**config.mk**
```make
export PLATFORM = sky130hd
export DESIGN_NAME = volume_taper_linearizer_unit_flat
export DESIGN_NICKNAME = d
export VERILOG_FILES = /design/src/rtl/core/vtl_pkg.sv /design/src/rtl/core/vtl_ifs.sv /design/src/rtl/core/vtl_ram.sv /design/src/rtl/core/vtl_div.sv /design/src/rtl/core/volume_taper_linearizer_unit.sv /design/src/flat_wrapper.sv
export SDC_FILE = /design/constraint.sdc
export NUM_CORES = 2
export LEC_CHECK = 0
export BUFFER_PORTS_ARGS = -buffer_cell sky130_fd_sc_hd__buf_2
export CAP_MARGIN = 5
export CORE_UTILIZATION = 58
export DETAILED_ROUTE_END_ITERATION = 12
export MAX_ROUTING_LAYER = met4
export PLACE_DENSITY = 0.77
export SYNTH_ARGS = -nofsm -noshare
export SYNTH_HDL_FRONTEND = slang
export SYNTH_SLANG_ARGS = --single-unit
```
**constraint.sdc**
```tcl
create_clock -name clk -period 7.04 [get_ports clk]
set_input_delay 0.704 -clock clk [delete_from_list [all_inputs] [get_ports clk]]
set_output_delay 0.704 -clock clk [all_outputs]
set_load 0.005 [all_outputs]
```
**src/rtl/core/vtl_pkg.sv**
```systemverilog
`timescale 1ns / 1ps

package vtl_pkg;

  localparam int VOL_W             = 16;
  localparam int TAPER_ENTRIES_DEF = 101;
  localparam int PADDR_W           = 3;
  localparam int PDATA_W           = 32;

  // divider shape: 33-bit dividend, 16-bit divisor, 17-bit quotient
  localparam int NUM_W = 33;
  localparam int DEN_W = 16;
  localparam int QUO_W = 17;
  localparam int FRAC_W = 16;

  localparam logic signed [VOL_W-1:0] MIN_VOLUME_RST = -16'sd16384;
  localparam logic signed [VOL_W-1:0] MAX_VOLUME_RST = 16'sd0;

  typedef enum logic {
    ACT_TO_LINEAR = 1'b0,
    ACT_TO_CURVED = 1'b1
  } action_t;

  typedef enum logic {
    REG_MIN_VOLUME = 1'b0,
    REG_MAX_VOLUME = 1'b1
  } reg_idx_t;

  typedef struct packed {
    logic             start;
    logic [NUM_W-1:0] num;
    logic [DEN_W-1:0] den;
  } div_cmd_t;

  typedef struct packed {
    logic             done;
    logic [QUO_W-1:0] quo;
  } div_rsp_t;

  // host taper, Q8.8 dB, one entry per slider step; slots past the end read 0
  localparam int ROM_LEN = 101;
  localparam logic signed [VOL_W-1:0] TAPER_ROM [ROM_LEN] = '{
    -16'sd16384, -16'sd14400, -16'sd13088, -16'sd12128, -16'sd11328,
    -16'sd10688, -16'sd10144, -16'sd9632,  -16'sd9216,  -16'sd8832,
    -16'sd8480,  -16'sd8160,  -16'sd7840,  -16'sd7584,  -16'sd7296,
    -16'sd7072,  -16'sd6848,  -16'sd6624,  -16'sd6432,  -16'sd6208,
    -16'sd6048,  -16'sd5856,  -16'sd5696,  -16'sd5536,  -16'sd5376,
    -16'sd5216,  -16'sd5088,  -16'sd4928,  -16'sd4800,  -16'sd4672,
    -16'sd4544,  -16'sd4416,  -16'sd4320,  -16'sd4192,  -16'sd4096,
    -16'sd3968,  -16'sd3872,  -16'sd3776,  -16'sd3680,  -16'sd3584,
    -16'sd3488,  -16'sd3392,  -16'sd3296,  -16'sd3200,  -16'sd3136,
    -16'sd3040,  -16'sd2944,  -16'sd2880,  -16'sd2784,  -16'sd2720,
    -16'sd2624,  -16'sd2560,  -16'sd2496,  -16'sd2432,  -16'sd2336,
    -16'sd2272,  -16'sd2208,  -16'sd2144,  -16'sd2080,  -16'sd2016,
    -16'sd1952,  -16'sd1888,  -16'sd1824,  -16'sd1760,  -16'sd1696,
    -16'sd1632,  -16'sd1600,  -16'sd1536,  -16'sd1472,  -16'sd1408,
    -16'sd1376,  -16'sd1312,  -16'sd1248,  -16'sd1216,  -16'sd1152,
    -16'sd1088,  -16'sd1056,  -16'sd992,   -16'sd960,   -16'sd896,
    -16'sd864,   -16'sd800,   -16'sd768,   -16'sd704,   -16'sd672,
    -16'sd608,   -16'sd576,   -16'sd544,   -16'sd480,   -16'sd448,
    -16'sd416,   -16'sd352,   -16'sd320,   -16'sd288,   -16'sd224,
    -16'sd192,   -16'sd160,   -16'sd128,   -16'sd64,    -16'sd32,
    16'sd0
  };

  function automatic logic signed [VOL_W-1:0] taper_at(input logic [7:0] idx);
    logic signed [VOL_W-1:0] val;
    val = '0;
    if (idx < 8'(ROM_LEN)) begin
      val = TAPER_ROM[idx[6:0]];
    end
    return val;
  endfunction

endpackage

```
**src/rtl/core/vtl_ifs.sv**
```systemverilog
`timescale 1ns / 1ps

interface vtl_req_if;
  logic                                valid;
  logic                                ready;
  logic                                action;
  logic signed [vtl_pkg::VOL_W-1:0]    volume_in;

  modport source (output valid, action, volume_in, input ready);
  modport sink   (input valid, action, volume_in, output ready);
endinterface

interface vtl_rsp_if;
  logic                                valid;
  logic                                ready;
  logic signed [vtl_pkg::VOL_W-1:0]    volume_out;
  logic                                range_error;

  modport source (output valid, volume_out, range_error, input ready);
  modport sink   (input valid, volume_out, range_error, output ready);
endinterface

```
**src/rtl/core/vtl_ram.sv**
```systemverilog
`timescale 1ns / 1ps

module vtl_ram #(
  parameter int WIDTH = vtl_pkg::VOL_W,
  parameter int DEPTH = vtl_pkg::TAPER_ENTRIES_DEF,
  localparam int AW = $clog2(DEPTH)
) (
  input  logic             clk,
  input  logic             we,
  input  logic [AW-1:0]    waddr,
  input  logic [WIDTH-1:0] wdata,
  input  logic [AW-1:0]    raddr,
  output logic [WIDTH-1:0] rdata
);

  logic [WIDTH-1:0] mem [DEPTH];

  always_ff @(posedge clk) begin
    if (we) begin
      mem[waddr] <= wdata;
    end
    rdata <= mem[raddr];
  end

endmodule

```
**src/rtl/core/vtl_div.sv**
```systemverilog
`timescale 1ns / 1ps

// Restoring divider, one quotient bit per cycle.
// Needs num < den * 2**QUO_W (upper dividend bits below the divisor).
module vtl_div (
  input  logic               clk,
  input  logic               rst,
  input  vtl_pkg::div_cmd_t  cmd,
  output vtl_pkg::div_rsp_t  rsp
);

  localparam int DW = vtl_pkg::DEN_W;
  localparam int QW = vtl_pkg::QUO_W;
  localparam int CW = $clog2(QW + 1);

  logic [DW-1:0] rem;
  logic [DW-1:0] den;
  logic [QW-1:0] sh;
  logic [CW-1:0] cnt;
  logic          busy;
  logic          done;

  logic [DW:0]   trial;
  logic [DW+1:0] diff;

  assign trial = {rem, sh[QW-1]};
  assign diff  = {1'b0, trial} - {2'b00, den};

  always_ff @(posedge clk) begin
    if (rst) begin
      busy <= 1'b0;
      done <= 1'b0;
      cnt  <= '0;
    end else begin
      done <= 1'b0;
      if (cmd.start) begin
        rem  <= cmd.num[vtl_pkg::NUM_W-1:QW];
        sh   <= cmd.num[QW-1:0];
        den  <= cmd.den;
        cnt  <= CW'(QW);
        busy <= 1'b1;
      end else if (busy) begin
        if (!diff[DW+1]) begin
          rem <= diff[DW-1:0];
          sh  <= {sh[QW-2:0], 1'b1};
        end else begin
          rem <= trial[DW-1:0];
          sh  <= {sh[QW-2:0], 1'b0};
        end
        cnt <= cnt - CW'(1);
        if (cnt == CW'(1)) begin
          busy <= 1'b0;
          done <= 1'b1;
        end
      end
    end
  end

  assign rsp.done = done;
  assign rsp.quo  = sh;

endmodule

```
**src/rtl/core/volume_taper_linearizer_unit.sv**
```systemverilog
`timescale 1ns / 1ps

// Volume taper linearizer. Converts a signed Q8.8 dB volume between the host
// taper curve (held in a TAPER_ENTRIES-deep taper RAM) and the linear range
// min_volume..max_volume set over the APB port (min at 0x0, max at 0x4).
// action 0 maps curved to linear, action 1 maps linear to curved. If max is
// not above min the item returns min_volume with range_error set.
// After reset the taper RAM is loaded from the built-in table, one entry a
// cycle, so req.ready stays low until every entry has been written.
// One item is worked at a time. The taper RAM has one registered read port,
// so each binary-search step issues its read in S_F_LOOP and compares in
// S_F_CMP. The two divisions by a variable (segment span, volume range)
// share one serial divider of 17 steps. The division by the step count is
// a reciprocal multiply. Curved to linear runs the search and one divide,
// and skips both when the input lies outside the taper span; linear to
// curved runs one divide and skips it when the fraction clamps; an empty
// range goes straight to the output. req.ready rises on the same edge that
// raises rsp.valid. A finished result sits in the output register while the
// next item is accepted; the next one stalls only if it finishes while that
// result is still unread.
module volume_taper_linearizer_unit #(
  parameter int TAPER_ENTRIES = vtl_pkg::TAPER_ENTRIES_DEF
) (
  input  logic                          clk,
  input  logic                          rst,
  input  logic                          psel,
  input  logic                          penable,
  input  logic                          pwrite,
  input  logic [vtl_pkg::PADDR_W-1:0]   paddr,
  input  logic [vtl_pkg::PDATA_W-1:0]   pwdata,
  output logic [vtl_pkg::PDATA_W-1:0]   prdata,
  output logic                          pready,
  vtl_req_if.sink                       req,
  vtl_rsp_if.source                     rsp
);

  localparam int VW    = vtl_pkg::VOL_W;
  localparam int FW    = vtl_pkg::FRAC_W;
  localparam int QW    = vtl_pkg::QUO_W;
  localparam int NW    = vtl_pkg::NUM_W;
  localparam int STEPS = TAPER_ENTRIES - 1;
  localparam int AW    = $clog2(TAPER_ENTRIES);
  localparam int PW    = FW + AW;
  localparam int PRW   = 2 * PW + 1;
  localparam int RSH   = PW + $clog2(STEPS);

  localparam logic [AW-1:0]  LAST       = AW'(STEPS);
  localparam logic [PW-1:0]  HALF_STEPS = PW'(STEPS / 2);
  localparam logic [QW-1:0]  FRAC_ONE   = QW'(65536);
  // ceil(2**RSH / STEPS): exact quotient for every dividend below 2**PW
  localparam logic [PW:0]    RECIP      =
    (PW+1)'(((64'd1 << RSH) + 64'(STEPS - 1)) / 64'(STEPS));

  typedef enum logic [4:0] {
    S_FILL, S_IDLE, S_CHECK,
    S_F_FIRST, S_F_LAST, S_F_LOOP, S_F_CMP, S_F_DIV1, S_F_POS, S_F_DIV2,
    S_F_MUL, S_F_FIN,
    S_R_PREP, S_R_DIV, S_R_POS, S_R_A, S_R_B, S_R_C, S_R_MUL, S_R_FIN,
    S_OUT
  } state_t;

  // ---------------- configuration registers ----------------
  logic signed [VW-1:0] min_volume;
  logic signed [VW-1:0] max_volume;
  logic                 cfg_we;

  assign pready = 1'b1;
  assign cfg_we = psel && penable && pwrite && pready;

  always_ff @(posedge clk) begin
    if (rst) begin
      min_volume <= vtl_pkg::MIN_VOLUME_RST;
      max_volume <= vtl_pkg::MAX_VOLUME_RST;
    end else if (cfg_we) begin
      case (vtl_pkg::reg_idx_t'(paddr[2]))
        vtl_pkg::REG_MIN_VOLUME: min_volume <= pwdata[VW-1:0];
        vtl_pkg::REG_MAX_VOLUME: max_volume <= pwdata[VW-1:0];
        default:                 min_volume <= min_volume;
      endcase
    end
  end

  always_comb begin
    case (vtl_pkg::reg_idx_t'(paddr[2]))
      vtl_pkg::REG_MIN_VOLUME:
        prdata = {{(vtl_pkg::PDATA_W-VW){min_volume[VW-1]}}, min_volume};
      vtl_pkg::REG_MAX_VOLUME:
        prdata = {{(vtl_pkg::PDATA_W-VW){max_volume[VW-1]}}, max_volume};
      default:
        prdata = '0;
    endcase
  end

  // ---------------- sequencer state ----------------
  state_t               state;
  logic [AW-1:0]        fill_addr;
  logic                 action_q;
  logic signed [VW-1:0] vin;
  logic signed [VW:0]   range_q;      // max - min, 17 bits
  logic [AW-1:0]        lo;
  logic [AW-1:0]        hi;
  logic signed [VW-1:0] lo_val;
  logic signed [VW-1:0] hi_val;
  logic [QW-1:0]        frac;         // Q16 slider fraction, 0..65536
  logic signed [33:0]   num_r;        // reverse dividend, may be negative
  logic                 full;         // reverse fraction clamped to one
  logic [AW-1:0]        idx;
  logic [FW-1:0]        rem;
  logic signed [VW-1:0] a_val;
  logic signed [VW:0]   delta;
  logic [32:0]          fprod;
  logic [PRW-1:0]       qprod;        // position times reciprocal of steps
  logic signed [33:0]   rprod;
  logic signed [VW-1:0] res_q;
  logic                 err_q;
  logic                 rsp_valid;
  logic signed [VW-1:0] out_vol;
  logic                 out_err;

  // ---------------- taper RAM ----------------
  logic [AW-1:0]        rd_addr;
  logic [VW-1:0]        rdata;
  logic signed [VW-1:0] rom_q;
  logic                 fill_we;
  logic [VW-1:0]        fill_data;

  assign fill_we   = (state == S_FILL);
  assign fill_data = vtl_pkg::taper_at(8'(fill_addr));
  assign rom_q     = $signed(rdata);

  vtl_ram #(.WIDTH(VW), .DEPTH(TAPER_ENTRIES)) u_taper (
    .clk   (clk),
    .we    (fill_we),
    .waddr (fill_addr),
    .wdata (fill_data),
    .raddr (rd_addr),
    .rdata (rdata)
  );

  // binary search midpoint
  logic [AW:0]   mid_sum;
  logic [AW-1:0] mid;
  logic          more_steps;

  assign mid_sum    = {1'b0, lo} + {1'b0, hi};
  assign mid        = mid_sum[AW:1];
  assign more_steps = (hi - lo) > AW'(1);

  // read address: data shows up in the following state
  always_comb begin
    case (state)
      S_CHECK:   rd_addr = '0;
      S_F_FIRST: rd_addr = LAST;
      S_F_LOOP:  rd_addr = mid;
      S_R_A:     rd_addr = idx;
      S_R_B:     rd_addr = idx + AW'(1);
      default:   rd_addr = '0;
    endcase
  end

  // ---------------- shared divider ----------------
  vtl_pkg::div_cmd_t div_cmd;
  vtl_pkg::div_rsp_t div_rsp;

  logic signed [VW:0]   span;
  logic signed [VW:0]   seg_off;
  logic [NW-1:0]        fwd_num1;
  logic [PW-1:0]        fwd_num2;
  logic                 rev_neg;
  logic                 rev_full;

  assign span     = {hi_val[VW-1], hi_val} - {lo_val[VW-1], lo_val};
  assign seg_off  = {vin[VW-1], vin} - {lo_val[VW-1], lo_val};
  // (v - rom[lo]) * 65536 + span / 2
  assign fwd_num1 = NW'({seg_off[VW-1:0], 16'h0000}) + NW'(span[VW-1:1]);
  // lo * 65536 + fin + steps / 2
  assign fwd_num2 = (PW'(lo) << 16) + PW'(frac) + HALF_STEPS;
  assign rev_neg  = num_r[33];
  assign rev_full = num_r[32:0] >= {1'b0, range_q[VW-1:0], 16'h0000};

  always_comb begin
    div_cmd.start = 1'b0;
    div_cmd.num   = fwd_num1;
    div_cmd.den   = span[VW-1:0];
    case (state)
      S_F_LOOP: begin
        div_cmd.start = !more_steps;
      end
      S_R_PREP: begin
        div_cmd.start = !rev_neg && !rev_full;
        div_cmd.num   = num_r[NW-1:0];
        div_cmd.den   = range_q[VW-1:0];
      end
      default: begin
        div_cmd.start = 1'b0;
      end
    endcase
  end

  vtl_div u_div (
    .clk (clk),
    .rst (rst),
    .cmd (div_cmd),
    .rsp (div_rsp)
  );

  // ---------------- datapath helpers ----------------
  logic signed [VW:0]   vin_off;
  logic [PW-1:0]        pos;
  logic [32:0]          fsum;
  logic signed [33:0]   rsum;
  logic signed [33:0]   rfloor;
  logic [VW-1:0]        rstep;

  assign vin_off = {vin[VW-1], vin} - {min_volume[VW-1], min_volume};
  assign pos     = PW'(frac[FW-1:0]) * PW'(STEPS);
  assign fsum    = fprod + 33'd32768;
  assign rsum    = rprod + 34'sd32768;
  assign rfloor  = rsum >>> 16;
  // round toward zero: floor plus one for a negative value with a remainder
  assign rstep   = rfloor[VW-1:0] + VW'(rsum[33] && (rsum[15:0] != 16'h0000));

  // ---------------- sequencer ----------------
  always_ff @(posedge clk) begin
    if (rst) begin
      state     <= S_FILL;
      fill_addr <= '0;
      rsp_valid <= 1'b0;
    end else begin
      // S_OUT reloads the output register itself
      if (rsp.ready && (state != S_OUT)) begin
        rsp_valid <= 1'b0;
      end
      case (state)
        S_FILL: begin
          fill_addr <= fill_addr + AW'(1);
          if (fill_addr == LAST) begin
            state <= S_IDLE;
          end
        end

        S_IDLE: begin
          if (req.valid) begin
            action_q <= req.action;
            vin      <= req.volume_in;
            range_q  <= {max_volume[VW-1], max_volume} - {min_volume[VW-1], min_volume};
            state    <= S_CHECK;
          end
        end

        S_CHECK: begin
          num_r <= $signed({vin_off[VW], vin_off, 16'h0000})
                 + $signed({19'h0, range_q[VW-1:1]});
          if (range_q[VW] || (range_q == '0)) begin
            res_q <= min_volume;
            err_q <= 1'b1;
            state <= S_OUT;
          end else if (action_q == vtl_pkg::ACT_TO_CURVED) begin
            err_q <= 1'b0;
            state <= S_R_PREP;
          end else begin
            err_q <= 1'b0;
            state <= S_F_FIRST;
          end
        end

        // ---- curved to linear ----
        S_F_FIRST: begin
          lo_val <= rom_q;
          if (vin <= rom_q) begin
            frac  <= '0;
            state <= S_F_MUL;
          end else begin
            state <= S_F_LAST;
          end
        end

        S_F_LAST: begin
          hi_val <= rom_q;
          lo     <= '0;
          hi     <= LAST;
          if (vin >= rom_q) begin
            frac  <= FRAC_ONE;
            state <= S_F_MUL;
          end else begin
            state <= S_F_LOOP;
          end
        end

        S_F_LOOP: begin
          state <= more_steps ? S_F_CMP : S_F_DIV1;
        end

        S_F_CMP: begin
          if (rom_q <= vin) begin
            lo     <= mid;
            lo_val <= rom_q;
          end else begin
            hi     <= mid;
            hi_val <= rom_q;
          end
          state <= S_F_LOOP;
        end

        S_F_DIV1: begin
          if (div_rsp.done) begin
            frac  <= div_rsp.quo;
            state <= S_F_POS;
          end
        end

        // divide by the step count: 23 x 24 bit multiply at 101 entries
        S_F_POS: begin
          qprod <= PRW'(fwd_num2) * PRW'(RECIP);
          state <= S_F_DIV2;
        end

        S_F_DIV2: begin
          frac  <= qprod[RSH +: QW];
          state <= S_F_MUL;
        end

        S_F_MUL: begin
          fprod <= 33'(range_q[VW-1:0]) * 33'(frac);
          state <= S_F_FIN;
        end

        S_F_FIN: begin
          res_q <= min_volume + $signed(fsum[VW+15:16]);
          state <= S_OUT;
        end

        // ---- linear to curved ----
        S_R_PREP: begin
          if (rev_neg) begin
            full  <= 1'b0;
            idx   <= '0;
            rem   <= '0;
            state <= S_R_A;
          end else if (rev_full) begin
            full  <= 1'b1;
            idx   <= LAST - AW'(1);
            rem   <= '0;
            state <= S_R_A;
          end else begin
            full  <= 1'b0;
            state <= S_R_DIV;
          end
        end

        S_R_DIV: begin
          if (div_rsp.done) begin
            frac  <= div_rsp.quo;
            state <= S_R_POS;
          end
        end

        S_R_POS: begin
          idx   <= pos[PW-1:FW];
          rem   <= pos[FW-1:0];
          state <= S_R_A;
        end

        S_R_A: begin
          state <= S_R_B;
        end

        S_R_B: begin
          a_val <= rom_q;
          state <= S_R_C;
        end

        S_R_C: begin
          delta <= {rom_q[VW-1], rom_q} - {a_val[VW-1], a_val};
          if (full) begin
            res_q <= rom_q;
            state <= S_OUT;
          end else begin
            state <= S_R_MUL;
          end
        end

        S_R_MUL: begin
          rprod <= $signed(delta) * $signed({1'b0, rem});
          state <= S_R_FIN;
        end

        S_R_FIN: begin
          res_q <= a_val + $signed(rstep);
          state <= S_OUT;
        end

        // hand over to the output register once it is free
        S_OUT: begin
          if (!rsp_valid || rsp.ready) begin
            out_vol   <= res_q;
            out_err   <= err_q;
            rsp_valid <= 1'b1;
            state     <= S_IDLE;
          end
        end

        default: begin
          state <= S_IDLE;
        end
      endcase
    end
  end

  assign req.ready       = (state == S_IDLE);
  assign rsp.valid       = rsp_valid;
  assign rsp.volume_out  = out_vol;
  assign rsp.range_error = out_err;

endmodule

```
**src/flat_wrapper.sv**
```systemverilog
// flat-port wrapper written by rule: the top's interface ports become plain ports
module volume_taper_linearizer_unit_flat 
#(
  parameter int TAPER_ENTRIES = vtl_pkg::TAPER_ENTRIES_DEF
)
  (clk, rst, psel, penable, pwrite, paddr, pwdata, prdata, pready, req_valid, req_action, req_volume_in, req_ready, rsp_valid, rsp_volume_out, rsp_range_error, rsp_ready);
  vtl_req_if req_i ();
  vtl_rsp_if rsp_i ();
  input  logic clk;
  input  logic rst;
  input  logic psel;
  input  logic penable;
  input  logic pwrite;
  input  logic [vtl_pkg::PADDR_W-1:0] paddr;
  input  logic [vtl_pkg::PDATA_W-1:0] pwdata;
  output logic [vtl_pkg::PDATA_W-1:0] prdata;
  output logic pready;
  input wire logic [$bits(req_i.valid)-1:0] req_valid;
  input wire logic [$bits(req_i.action)-1:0] req_action;
  input wire logic [$bits(req_i.volume_in)-1:0] req_volume_in;
  output wire logic [$bits(req_i.ready)-1:0] req_ready;
  output wire logic [$bits(rsp_i.valid)-1:0] rsp_valid;
  output wire logic [$bits(rsp_i.volume_out)-1:0] rsp_volume_out;
  output wire logic [$bits(rsp_i.range_error)-1:0] rsp_range_error;
  input wire logic [$bits(rsp_i.ready)-1:0] rsp_ready;
  assign req_i.valid = req_valid;
  assign req_i.action = req_action;
  assign req_i.volume_in = req_volume_in;
  assign req_ready = req_i.ready;
  assign rsp_valid = rsp_i.valid;
  assign rsp_volume_out = rsp_i.volume_out;
  assign rsp_range_error = rsp_i.range_error;
  assign rsp_i.ready = rsp_ready;
  volume_taper_linearizer_unit #(.TAPER_ENTRIES(TAPER_ENTRIES)) u_core (.clk(clk), .rst(rst), .psel(psel), .penable(penable), .pwrite(pwrite), .paddr(paddr), .pwdata(pwdata), .prdata(prdata), .pready(pready), .req(req_i), .rsp(rsp_i));
endmodule
```
==> qor.tcl <==
set qor(layout_min_cycle_time_ns) 7.420
set qor(max-vdd-ir-drop_uv) 353.9
set qor(r2r_end) {u_core.qprod[38]}
set qor(final.setup.tns_ns) -3.780
set qor(part_of_the_yosys_area_used_for_sequential_elements) 0.4628
set qor(detailedPlacementHpwl_mm) 165.9
set qor(power.total_mw) 17.11
set qor(netlist_top_cells_area) {edfxtp_1 45%, fa_1 13%, ha_1 9.2%, nand2_1 5.8%, inv_1 4.1%}
set qor(final_min_period_over_clock_period) 1.054
set qor(least_margin_pin_slew_ns) 1.391
set qor(grt_first_pass_wirelength_mm) 362.6
set qor(worst_r2r_startpoint) {u_core.frac[4]}
set qor(synth_most_common_cell) {nand2_1}
set qor(cts.sinks) 1377
set qor(synth-edff-count) 1315
set qor(die_width_um) 391.5
set qor(die_y_um) 391.5
set qor(timing.final.max_slew_violations) 0
set qor(reg2regPathDepth) 36
set qor(data_required_time_of_the_critical_path_ns) 7.56
set qor(worst_setup_margin_ns) -0.3796
set qor(layout.cell_area.non_filler_mm2) 0.09782
set qor(antenna_found_initial) 2
set qor(summed_instance_area_of_the_synthesized_netlist_mm2) 0.08800
set qor(std_cell_rows) 142
set qor(clk-insertion-delay-late_ns) 0.80
set qor(failing_checks) {setup timing}
set qor(timing.hold.worst.start) {req_volume_in[4]}
set qor(setup_viol_count_final) 15
set qor(outcome) {complete, but fails checks}
set qor(critical_path.slowest_cell) {fa_2}
set qor(start_util) 0.5862
set qor(p_leak_nw) 41.76
set qor(synth.yosys.warnings) 0
set qor(clk_root_buffer_cell) {clkbuf_16}
set qor(drt_iter0_markers) 6432
set qor(globalRoute.totalOverflow) 0
set qor(ctsHtreeMaxLevel) 4
set qor(grt_start_max_net_pins) 136
set qor(drtPass1Iterations) 8
set qor(synthesis.instances) 7933
set qor(synth-seq-cells) 1377
set qor(ant_nets) 0
set qor(worst_setup_hold_path_clk_slew_ns) 0.06
set qor(power.density_mw_per_mm2) 174.9
set qor(yosys.area.top_type_share) 0.4487
set qor(synth_top_area_cell) {edfxtp_1}
set qor(path_class) {flop to flop}
set qor(cts_made_buffers) 139
set qor(slew-limit-headroom) 0.07059
set qor(critical_path.endpoint_type) {flop}
set qor(finalHoldViolations) 0
set qor(route.detailed.vias_per_inst) 6.036
set qor(max_stage_delay_ns) 0.53
set qor(grtUsageTotal) 0.3217
set qor(n_fill_cell) 11095
set qor(post_synth.cell_area_avg_um2) 11.09
set qor(cts.hold.buffers_added) 0
set qor(regToRegSetupSlack_ns) -0.38
set qor(worst_clock_skew_ns) 0.04218
set qor(areaGrowthSynthToFinish_pct) 11.15
set qor(crit_arrival_ns) 7.94
set qor(ctsLongestPathBuffers) 3
set qor(hold_end) {u_core.vin[4]}
set qor(routed_wire_length_per_instance_um) 23.06
set qor(port-buffer-count) 91
set qor(critPathMostFrequentCell) {fa_2}
set qor(synthesis.nets) 9229
set qor(utilization) 0.6515
set qor(startpoint) {u_core.frac[4]}
set qor(critical_path_source_type) {flop}
set qor(finalWeightedCongestion) 0.9781
set qor(grt_pass1_vias) 62582
set qor(synth.cells.most_frequent) {1350 x nand2_1, 1315 x edfxtp_1, 968 x inv_1}
set qor(setup_repair_after_global_routing_missed_its_margin) {true}
set qor(fmaxAchievable_mhz) 134.8
set qor(whs_path_depth) 1
set qor(postRouteWirelength_mm) 237.7
set qor(drc) 0
set qor(final_net_count) 9470
set qor(floorplan.die_area_mm2) 0.1533
set qor(synth_async_sr_flop_share) 0
set qor(timing.hold.worst.class) {primary input to flop}
set qor(synth-main-ff-cell) {edfxtp_1}
set qor(max_cap_viol_count) 0
set qor(io-pin-count) 111
set qor(layout-drive-gt1-share) 0.1034
set qor(via_count_of_the_routed_design) 62197
set qor(core_area_mm2) 0.1501
set qor(synth_cell_types) 90
set qor(path_max_fanout) 4
set qor(dpl_cell_area_mm2) 0.09230
set qor(tritoncts) {built}
power breakdown:
part	internal, mW	total [mW]	switching [mW]
logic	0.163	0.671	0.508
registers	9.15	9.19	0.0386
clock network	4.01	7.24	3.23
total	13.3	17.1	3.78
worst max-delay path by stage:
| stage | cells after the start | endpoint | slack (ns) |
|---|---|---|---|
| floorplan | 28 | u_core.qprod[46] | -0.29 |
| global placement | 36 | u_core.qprod[46] | -0.49 |
| detailed placement | 37 | u_core.qprod[46] | -0.56 |
| CTS | 32 | u_core.qprod[46] | -0.28 |
| global route | 36 | u_core.qprod[38] | -0.67 |
| finish | 36 | u_core.qprod[38] | -0.38 |
cell usage in the layout, fill, tap and decap left out, types with 29 or more instances in the layout:
cell type / instances
ha_1: 623
inv_1: 948
a211oi_1: 45
o21ai_0: 150
a21o_1: 78
nor2_1: 383
a311oi_1: 135
and3_1: 107
nand3_1: 368
nand2_1: 1344
nand2b_1: 32
mux2i_1: 145
clkbuf_16: 140
nor2b_1: 40
clkbuf_1: 29
xnor2_1: 146
a21oi_1: 180
fa_1: 577
nor3_1: 61
xor2_1: 62
a31oi_1: 38
edfxtp_1: 1315
and2_1: 133
dfxtp_1: 62
clkinv_1: 39
buf_2: 91
buf_4: 366
through the flow:
step	instances	hold WS, ns	setup slack, ns
2_1_floorplan	7933	0.4003	-0.2855
6_report	10305	0.1031	-0.3796
4_1_cts	10261	0.06644	-0.2839
3_3_place_gp	9992	0.4034	-0.4945
5_1_grt	10303	0.08572	-0.6686
3_5_place_dp	9992	0.4045	-0.5647
what timing repair did:
action	in CTS	in global routing
setup buffers	17	40
pin swaps	18	36
hold endpoints to repair	0	0
setup endpoints to repair	17	26
gates resized for setup	43	81
registers in the layout, indices dropped and copies added (netlist names), 17 cells and up:
| name | count |
|---|---|
| u_core.range_q | 17 |
| u_core.qprod | 17 |
| u_core.u_taper.mem | 1010 |
| u_core.rprod | 27 |
| u_core.u_div.sh | 17 |
| u_core.fprod | 17 |
| u_core.num_r | 32 |
| u_core.frac | 17 |
cells by family (layout without fill, tap and decap cells):
family,Yosys count,count (layout),synth area share
adder cells (fa/ha/maj),1237,1237,0.2260
AND/OR/NAND/NOR,2622,2622,0.1317
other,1,4,0.00004261
XOR/XNOR,225,225,0.02239
flip-flops,1377,1377,0.4628
AO/OA/AOI/OAI,959,959,0.07670
multiplexers,158,158,0.01854
buffers and inverters,1354,1707,0.06173
per-layer routing:
metal / up-vias / GRT usage / routed length (um)
li1: 27740 / - / -
met1: 30556 / 0.4107 / 91630
met2: 3184 / 0.5034 / 111500
met3: 717 / 0.05648 / 22170
met4: 0 / 0.1471 / 12310
met5: - / - / 0
area by class of cell:
type,count,area (um2),share of cell area
antenna,3,7.507,0.00007675
clock buffer,170,3626,0.03707
clock inverter,83,813.3,0.008314
inverter,972,3655,0.03736
multi-input combinational,5202,42830,0.4379
sequential,1377,40730,0.4164
tap,2016,2522,0.02579
timing repair buffer,482,3627,0.03708
critical path: cells and delay by family, from the launching register on:
| kind | cells | cell delay (ns) |
|---|---|---|
| fa+ha+maj | 9 | 3.32 |
| compound gates | 9 | 1.52 |
| simple gates | 7 | 0.80 |
| buf+inv | 8 | 0.78 |
| flops | 1 | 0.40 |
| xor+xnor | 3 | 0.36 |
Power figures use the tool's default switching activity.
